`src/rtl/ppp_rx_pkg.sv`:
```
package ppp_rx_pkg;

  typedef enum logic [1:0] {
    MODE_IDLE  = 2'd0,
    MODE_FLAG  = 2'd1,
    MODE_FRAME = 2'd2,
    MODE_ESC   = 2'd3
  } rx_mode_t;

  localparam logic [7:0] BYTE_FLAG = 8'h7E;
  localparam logic [7:0] BYTE_ADDR = 8'hFF;
  localparam logic [7:0] BYTE_ESC  = 8'h7D;
  localparam logic [7:0] ESC_XOR   = 8'h20;

  localparam logic [2:0] HDR_LEN   = 3'd5;
  localparam logic [2:0] CNT_MAX   = 3'd6;
  localparam logic [1:0] HOLD_FULL = 2'd3;

  typedef struct packed {
    logic [7:0] payload_byte;
    logic       frame_end;
    logic       runt;
    logic       terminate_seen;
    logic [7:0] terminate_id;
  } ppp_result_t;

  // LCP Terminate-Request header: ff 03 c0 21 05
  function automatic logic [7:0] hdr_byte(input logic [2:0] idx);
    logic [7:0] v;
    unique case (idx)
      3'd0:    v = 8'hFF;
      3'd1:    v = 8'h03;
      3'd2:    v = 8'hC0;
      3'd3:    v = 8'h21;
      3'd4:    v = 8'h05;
      default: v = 8'h00;
    endcase
    return v;
  endfunction

endpackage

```
`src/rtl/ppp_rx_dec.sv`:
```
module ppp_rx_dec (
  input  logic                  clk,
  input  logic                  rst_n,
  input  logic                  byte_valid,
  input  logic [7:0]            rx_byte,
  output logic                  res_valid,
  output ppp_rx_pkg::ppp_result_t res
);
  import ppp_rx_pkg::*;

  rx_mode_t    mode_r, mode_nxt;
  logic [7:0]  hold_r [3];
  logic [7:0]  hold_nxt [3];
  logic [1:0]  hcnt_r, hcnt_nxt, hcnt_e;
  logic [2:0]  cnt_r, cnt_nxt, cnt_e;
  logic        match_r, match_nxt, match_e;
  logic [7:0]  id_r, id_nxt, id_e;
  logic        push, close, start, seen;
  logic [7:0]  dbyte;

  always_comb begin
    mode_nxt  = mode_r;
    push      = 1'b0;
    close     = 1'b0;
    start     = 1'b0;
    dbyte     = rx_byte;
    if (byte_valid) begin
      unique case (mode_r)
        MODE_IDLE: begin
          if (rx_byte == BYTE_FLAG) mode_nxt = MODE_FLAG;
        end
        MODE_FLAG: begin
          if (rx_byte == BYTE_ADDR) begin
            start    = 1'b1;
            push     = 1'b1;
            mode_nxt = MODE_FRAME;
          end else if (rx_byte != BYTE_FLAG) begin
            mode_nxt = MODE_IDLE;
          end
        end
        MODE_FRAME: begin
          if (rx_byte == BYTE_FLAG) close = 1'b1;
          else if (rx_byte == BYTE_ESC) mode_nxt = MODE_ESC;
          else push = 1'b1;
        end
        MODE_ESC: begin
          if (rx_byte == BYTE_FLAG) begin
            close = 1'b1;
          end else begin
            mode_nxt = MODE_FRAME;
            push     = 1'b1;
            dbyte    = rx_byte ^ ESC_XOR;
          end
        end
        default: mode_nxt = MODE_IDLE;
      endcase
    end

    hcnt_e  = start ? 2'd0 : hcnt_r;
    cnt_e   = start ? 3'd0 : cnt_r;
    match_e = start ? 1'b1 : match_r;
    id_e    = start ? 8'h00 : id_r;

    hold_nxt  = hold_r;
    hcnt_nxt  = hcnt_e;
    cnt_nxt   = cnt_e;
    match_nxt = match_e;
    id_nxt    = id_e;
    res_valid = 1'b0;
    res       = '0;
    seen      = match_r && (cnt_r >= HDR_LEN);

    if (push) begin
      if (cnt_e < HDR_LEN) begin
        if (dbyte != hdr_byte(cnt_e)) match_nxt = 1'b0;
      end else if (cnt_e == HDR_LEN) begin
        id_nxt = dbyte;
      end
      if (cnt_e < CNT_MAX) cnt_nxt = cnt_e + 3'd1;
      if (hcnt_e == HOLD_FULL) begin
        res_valid        = 1'b1;
        res.payload_byte = hold_r[0];
        hold_nxt[0]      = hold_r[1];
        hold_nxt[1]      = hold_r[2];
        hold_nxt[2]      = dbyte;
      end else begin
        hold_nxt[hcnt_e] = dbyte;
        hcnt_nxt         = hcnt_e + 2'd1;
      end
    end else if (close) begin
      res_valid     = 1'b1;
      res.frame_end = 1'b1;
      if (hcnt_r == HOLD_FULL) begin
        res.payload_byte   = hold_r[0];
        res.terminate_seen = seen;
        res.terminate_id   = seen ? id_r : 8'h00;
      end else begin
        res.runt = 1'b1;
      end
      hcnt_nxt = 2'd0;
      mode_nxt = MODE_FLAG;
    end
  end

  always_ff @(posedge clk) begin
    if (!rst_n) begin
      mode_r  <= MODE_IDLE;
      hcnt_r  <= 2'd0;
      cnt_r   <= 3'd0;
      match_r <= 1'b1;
      id_r    <= 8'h00;
    end else begin
      mode_r  <= mode_nxt;
      hcnt_r  <= hcnt_nxt;
      cnt_r   <= cnt_nxt;
      match_r <= match_nxt;
      id_r    <= id_nxt;
    end
  end

  always_ff @(posedge clk) begin
    hold_r <= hold_nxt;
  end

endmodule

```
`src/rtl/ppp_rx_obuf.sv`:
```
module ppp_rx_obuf (
  input  logic                    clk,
  input  logic                    rst_n,
  input  logic                    push,
  input  ppp_rx_pkg::ppp_result_t push_data,
  output logic                    up_ready,
  output logic                    out_valid,
  input  logic                    out_ready,
  output ppp_rx_pkg::ppp_result_t out_data
);
  import ppp_rx_pkg::*;

  logic        out_valid_r, out_valid_nxt;
  logic        skid_valid_r, skid_valid_nxt;
  ppp_result_t out_r, out_nxt;
  ppp_result_t skid_r, skid_nxt;

  assign up_ready  = !skid_valid_r;
  assign out_valid = out_valid_r;
  assign out_data  = out_r;

  always_comb begin
    out_valid_nxt  = out_valid_r;
    skid_valid_nxt = skid_valid_r;
    out_nxt        = out_r;
    skid_nxt       = skid_r;
    if (!out_valid_r || out_ready) begin
      if (skid_valid_r) begin
        out_nxt        = skid_r;
        out_valid_nxt  = 1'b1;
        skid_valid_nxt = 1'b0;
      end else begin
        out_nxt       = push_data;
        out_valid_nxt = push;
      end
    end else if (push) begin
      skid_nxt       = push_data;
      skid_valid_nxt = 1'b1;
    end
  end

  always_ff @(posedge clk) begin
    if (!rst_n) begin
      out_valid_r  <= 1'b0;
      skid_valid_r <= 1'b0;
    end else begin
      out_valid_r  <= out_valid_nxt;
      skid_valid_r <= skid_valid_nxt;
    end
  end

  always_ff @(posedge clk) begin
    out_r  <= out_nxt;
    skid_r <= skid_nxt;
  end

endmodule

```
`src/rtl/ppp_async_frame_receiver.sv`:
```
// PPP asynchronous frame receiver.
// Input channel: in_valid/in_ready with one raw serial byte in in_rx_byte per
// transaction. Frames open on 7E followed by a literal FF and close on the
// next 7E; 7D unescapes the following byte. Bytes outside a frame are dropped.
// Result channel: out_valid/out_ready with the decoded payload byte, the
// end-of-frame mark, a runt flag for frames under three decoded bytes, and
// the LCP Terminate-Request detection with its identifier on the end result.
// The two FCS bytes are held back and never presented.
// Throughput: one byte per cycle while the output side keeps in_ready high. A
// byte accepted into the input register is decoded there, and its result (if
// any) is registered in the output buffer and presented from it.
// Decoded bytes give no result until the three-byte hold is full; a closing
// flag gives the last result.
// Reset (rst_n low, synchronous) returns the deframer to hunting for a flag
// and empties the input register and the two-entry output buffer.
// When out_ready stays low, the output buffer absorbs one further result,
// the input register takes at most one more byte and then in_ready drops;
// nothing is lost or duplicated.
module ppp_async_frame_receiver (
  input  logic       clk,
  input  logic       rst_n,
  input  logic       in_valid,
  output logic       in_ready,
  input  logic [7:0] in_rx_byte,
  output logic       out_valid,
  input  logic       out_ready,
  output logic [7:0] out_payload_byte,
  output logic       out_frame_end,
  output logic       out_runt,
  output logic       out_terminate_seen,
  output logic [7:0] out_terminate_id
);
  import ppp_rx_pkg::*;

  logic        s1_valid_r, s1_valid_nxt;
  logic [7:0]  s1_byte_r, s1_byte_nxt;
  logic        buf_ready;
  logic        s1_fire;
  logic        res_valid;
  ppp_result_t res;
  ppp_result_t out_res;

  assign s1_fire  = s1_valid_r && buf_ready;
  assign in_ready = !s1_valid_r || buf_ready;

  always_comb begin
    s1_valid_nxt = s1_valid_r;
    s1_byte_nxt  = s1_byte_r;
    if (in_ready) begin
      s1_valid_nxt = in_valid;
      s1_byte_nxt  = in_rx_byte;
    end
  end

  always_ff @(posedge clk) begin
    if (!rst_n) begin
      s1_valid_r <= 1'b0;
    end else begin
      s1_valid_r <= s1_valid_nxt;
    end
  end

  always_ff @(posedge clk) begin
    s1_byte_r <= s1_byte_nxt;
  end

  ppp_rx_dec u_dec (
    .clk        (clk),
    .rst_n      (rst_n),
    .byte_valid (s1_fire),
    .rx_byte    (s1_byte_r),
    .res_valid  (res_valid),
    .res        (res)
  );

  ppp_rx_obuf u_obuf (
    .clk       (clk),
    .rst_n     (rst_n),
    .push      (res_valid),
    .push_data (res),
    .up_ready  (buf_ready),
    .out_valid (out_valid),
    .out_ready (out_ready),
    .out_data  (out_res)
  );

  assign out_payload_byte   = out_res.payload_byte;
  assign out_frame_end      = out_res.frame_end;
  assign out_runt           = out_res.runt;
  assign out_terminate_seen = out_res.terminate_seen;
  assign out_terminate_id   = out_res.terminate_id;

  a_runt_shape: assert property (@(posedge clk) disable iff (!rst_n)
    (out_valid && out_runt) |-> (out_frame_end && out_payload_byte == 8'h00
      && !out_terminate_seen && out_terminate_id == 8'h00))
    else $error("runt result carries data");

  a_term_at_end: assert property (@(posedge clk) disable iff (!rst_n)
    (out_valid && out_terminate_seen) |-> (out_frame_end && !out_runt))
    else $error("terminate flag outside a frame end");

  a_no_id_wo_seen: assert property (@(posedge clk) disable iff (!rst_n)
    (out_valid && !out_terminate_seen) |-> (out_terminate_id == 8'h00))
    else $error("terminate id without terminate flag");

  a_stall_backs_up: assert property (@(posedge clk) disable iff (!rst_n)
    (out_valid && !out_ready && res_valid) |=> !buf_ready)
    else $error("input taken while output buffer full");

endmodule

```
`config.mk`:
```
export PLATFORM = sky130hd
export DESIGN_NAME = ppp_async_frame_receiver
export DESIGN_NICKNAME = d
export VERILOG_FILES = /design/src/rtl/ppp_rx_pkg.sv /design/src/rtl/ppp_rx_dec.sv /design/src/rtl/ppp_rx_obuf.sv /design/src/rtl/ppp_async_frame_receiver.sv
export SDC_FILE = /design/constraint.sdc
export NUM_CORES = 1
export LEC_CHECK = 0
export BUFFER_PORTS_ARGS = -buffer_cell sky130_fd_sc_hd__clkbuf_2
export CORE_MARGIN = 4
export CORE_UTILIZATION = 47
export CTS_CLUSTER_DIAMETER = 50
export CTS_CLUSTER_SIZE = 24
export DETAILED_ROUTE_END_ITERATION = 8
export PLACE_DENSITY = 0.65
export SYNTH_ARGS = -nofsm -noshare
export SYNTH_HDL_FRONTEND = slang
export SYNTH_SLANG_ARGS = --single-unit
export TNS_END_PERCENT = 5
```
`constraint.sdc`:
```
create_clock -name clk -period 7.4 [get_ports clk]
set_input_delay 0.37 -clock clk [delete_from_list [all_inputs] [get_ports clk]]
set_output_delay 0.37 -clock clk [all_outputs]
set_load 0.01 [all_outputs]
```
==> results.txt <==
----------------------------------------------------
[Worst setup path]
  Kind of cell with the highest combined delay on the critical path ... flip-flops
  Crit path largest cell delay ... 0.94 ns
  Kind of start point of the critical path ... flop
  Max FO, Critical Path ... 27
  Critical Path AT ... 3.31 ns
  Series of cell instances along the critical path ... nor3b_1 -> nand4_2 -> nand2_1 -> inv_1 -> ha_1 -> o21ai_2 -> a21oi_1 -> buf_4
  Crit path buffers/inverters ... 2
  Slowest stage cell on the critical path ... sky130_fd_sc_hd__dfxtp_1
  Critical path type ... flop to flop
  Critical path endpoint category ... flop
  Required time worst endpoint ... 7.44 ns

[Layout]
  Post-route cell area ... 4380 µm²
  Area overhead of the layout relative to synthesis ... 9.61%
  Commonest non-fill, non-tap cell in the layout ... sky130_fd_sc_hd__edfxtp_1
  Area of the multi-input gates ... 1410 µm²
  Final Net Count ... 360
  Share of post-route cells with drive strength above 1 ... 0.184
  Seq. cell area ... 2480 µm²
  Number of fillers in the final layout ... 743
  Diode insertion count for antenna repair ... 0
  Most used cells in the layout excluding fill and tap cells ... sky130_fd_sc_hd__edfxtp_1, sky130_fd_sc_hd__nand2_1, sky130_fd_sc_hd__clkbuf_2

[Route]
  Detailed Route Iter0 Violations ... 134
  Number of vias after detailed routing ... 2,384
  Number of design rule violations left after detail routing ... 0
  Detail-routed via count per cell ... 5.32
  Drt first pass iters ... 4
  Antenna violation net count after detailed routing ... 0
  Mean routed wirelength per cell ... 14.9 µm
  Post-Route WL ... 6.68 mm

[Power and ir drop]
  Part of the total power dissipated in combinational logic ... 0.019
  Proportion of total power due to net switching ... 0.217
  Clock share of power ... 0.345
  Internal portion of total power ... 665 µW
  Switch Pwr ... 185 µW
  Portion of total power attributed to sequential cells ... 0.637
  Worst supply voltage drop on vdd ... 0.0859 mV
  Power per cell area ... 194 nW/µm²
  Leakage power ... 0.00172 µW

[CTS]
  Maximum buffer depth of the clock tree ... 2
  CTS root buffer ... sky130_fd_sc_hd__clkbuf_8
  CTS-repair resized insts ... 0
  Insertion delay of the later-clocked pin in the worst-skew pair ... 0.35 ns
  Total of hold buffers inserted after clock tree synthesis ... 0
  H-tree levels ... 3
  Cts bufs inserted ... 9
  Buffer count from post-CTS setup fixing ... 0
  Clock tree from TritonCTS ... built
  Clock-pin slew on the worst setup and hold paths ... 0.08 ns
  CTS sink cnt ... 89

[Synthesis]
  Area share of the largest cell type after synthesis ... 0.526
  Syn Nets ... 332
  Mean instance size in the synthesized netlist ... 12.9 µm²
  Register bit count reported by yosys ... 89
  Top cells by area, synth ... sky130_fd_sc_hd__edfxtp_1, sky130_fd_sc_hd__dfxtp_1, sky130_fd_sc_hd__a22o_1
  Warnings, synthesis ... 0
  Number of enable-type register cells in the synthesized netlist ... 70
  Cell taking the most area after synthesis ... sky130_fd_sc_hd__edfxtp_1
  Sequential area share after synthesis ... 0.621
  Ys flop type ... sky130_fd_sc_hd__edfxtp_1
  Gate count of the mapped netlist ... 310
  Post-synthesis async set-or-reset flop share ... 0
  Netlist area before placement ... 4000 µm²
  Number of library cell types mapped by synthesis ... 54

[Global routing]
  Grt total ovfl ... 0
  Global router's overall resource usage ... 0.140
  Wire length of the first global-routing pass ... 11.0 mm
  Vias in the first global route ... 2,268
  Antenna violations before repair ... 0
  Maximum number of pins on one net before global-route repair ... 28

[Die]
  Height of the die ... 100 µm
  Die area ... 10,000 µm²
  Num ports ... 33
  X dimension of the die ... 100 µm
  Std-Cell Rows ... 33
  Placeable core area ... 8260 µm²
  Initial cell density of the core ... 0.484

[Timing]
  Final setup fails ... 0
  Count of final max-slew check failures ... 0
  Normalized max-slew margin ... 0.384
  Final clock skew ... 0.00752 ns
  Final hold vios ... 0
  Final Worst Setup Slack ... 4.13 ns
  Post-route setup TNS ... 0 ns
  Slew at the pin with the worst max-slew slack ... 0.923 ns
  Tcrit/Tclk final ... 0.443
  Setup repair after global routing missed its margin ... no
  Fmax ... 305 MHz
  Final min period ... 3.27 ns

[Place]
  Place WS ... 4.14 ns
  Input/output buffers ... 32
  Weighted congestion at the end of routability-driven global placement ... 0.848
  HPWL Detailed ... 4.55 mm
  Placed Area ... 4210 µm²

[Run]
  Maximum Capacitance Violations ... 0

[Status]
  Status ... finished, final reports clean

[Worst hold path]
  Worst min-delay path class ... input port to flop

----------------------------------------------------
[flip-flops by register name (all words and copies together) (netlist names), 2 cells and up]
| register | count |
|---|---|
| u_dec.cnt_r | 3 |
| u_dec.id_r | 8 |
| u_dec.hcnt_r | 2 |
| u_obuf.skid_r | 19 |
| s1_byte_r | 8 |
| u_obuf.out_data | 19 |
| u_dec.hold_r | 24 |
| u_dec.mode_r | 2 |
[cell families after synthesis]
group / count (synthesis) / synth area share
flip-flops: 89 / 0.621
adder cells (fa/ha/maj): 10 / 0.0313
AND/OR/NAND/NOR: 112 / 0.164
buffers and inverters: 22 / 0.0269
XOR/XNOR: 5 / 0.0110
AO/OA/AOI/OAI: 70 / 0.141
multiplexers: 2 / 0.00532
[layer usage]
| layer | global-route usage | vias up | wire length (µm) |
|---|---|---|---|
| li1 | - | 1202 | - |
| met1 | 0.203 | 1111 | 3370 |
| met2 | 0.197 | 65 | 2830 |
| met3 | 0.0396 | 6 | 391 |
| met4 | 0.0570 | 0 | 85 |
| met5 | 0 | - | 0 |
[Yosys cell counts (all sizes together), types with 2 or more instances]
library cell,count
edfxtp,70
nand2,35
a22o,30
dfxtp,19
and2,17
nor2b,17
nand3,12
a21boi,10
clkbuf,10
ha,10
a21oi,9
nor2,9
o21ai,8
buf,6
inv,6
xor2,5
nor3,3
nor3b,3
a21o,2
and3,2
and4,2
nand4,2
nor4,2
o211a,2
o211ai,2
o31a,2
or3,2
[worst reg2reg max path, delay by kind of cell, from the launching register on]
kind            cells  cell delay (ns)
compound gates      2             0.36
flops               1             0.94
buf+inv             2             0.39
simple gates        3             0.54
fa+ha+maj           1             0.73
[metrics by stage]
stage,utilization,std cells,hold slack (ns),power (µW)
final,0.531,448,0.195,850
after global routing,0.531,448,0.166,884
after CTS,0.531,448,0.177,857
after detailed placement,0.510,432,0.478,568
after global placement,0.510,432,0.465,568
after floorplan,-,310,0.455,562
[path summary, 6_finish.rpt]
check | endpoint | start | slack (ns) | cells after the start
setup reg to reg | u_obuf.skid_r[5]$_DFFE_PP_ | u_obuf.skid_valid_r$_SDFFE_PP0P_ | 4.13 | 8
hold reg to reg | u_dec.id_r[2]$_SDFF_PN0_ | u_dec.id_r[2]$_SDFF_PN0_ | 0.49 | 2
hold / removal | s1_byte_r[5]$_DFFE_PP_ | in_rx_byte[5] | 0.20 | 1
setup / recovery | u_obuf.skid_r[5]$_DFFE_PP_ | u_obuf.skid_valid_r$_SDFFE_PP0P_ | 4.13 | 8
[power by group through the flow]
stage                     clock network (µW)  logic (µW)  registers, µW
after detailed placement                   0        15.8            553
after CTS                                300        15.9            541
after global routing                     324        17.6            542
final                                    293        15.9            541
after global placement                     0        15.6            553
after floorplan                            0        13.1            549
[area by class of cell]
| type | instances | area share |
|---|---|---|
| sequential | 89 | 0.567 |
| clock buffer | 10 | 0.0291 |
| clock inverter | 6 | 0.00971 |
| timing repair buffer | 33 | 0.0383 |
| tap | 105 | 0.0300 |
| multi-input combinational | 199 | 0.321 |
| inverter | 6 | 0.00514 |
(Power assumes the default switching activity.)
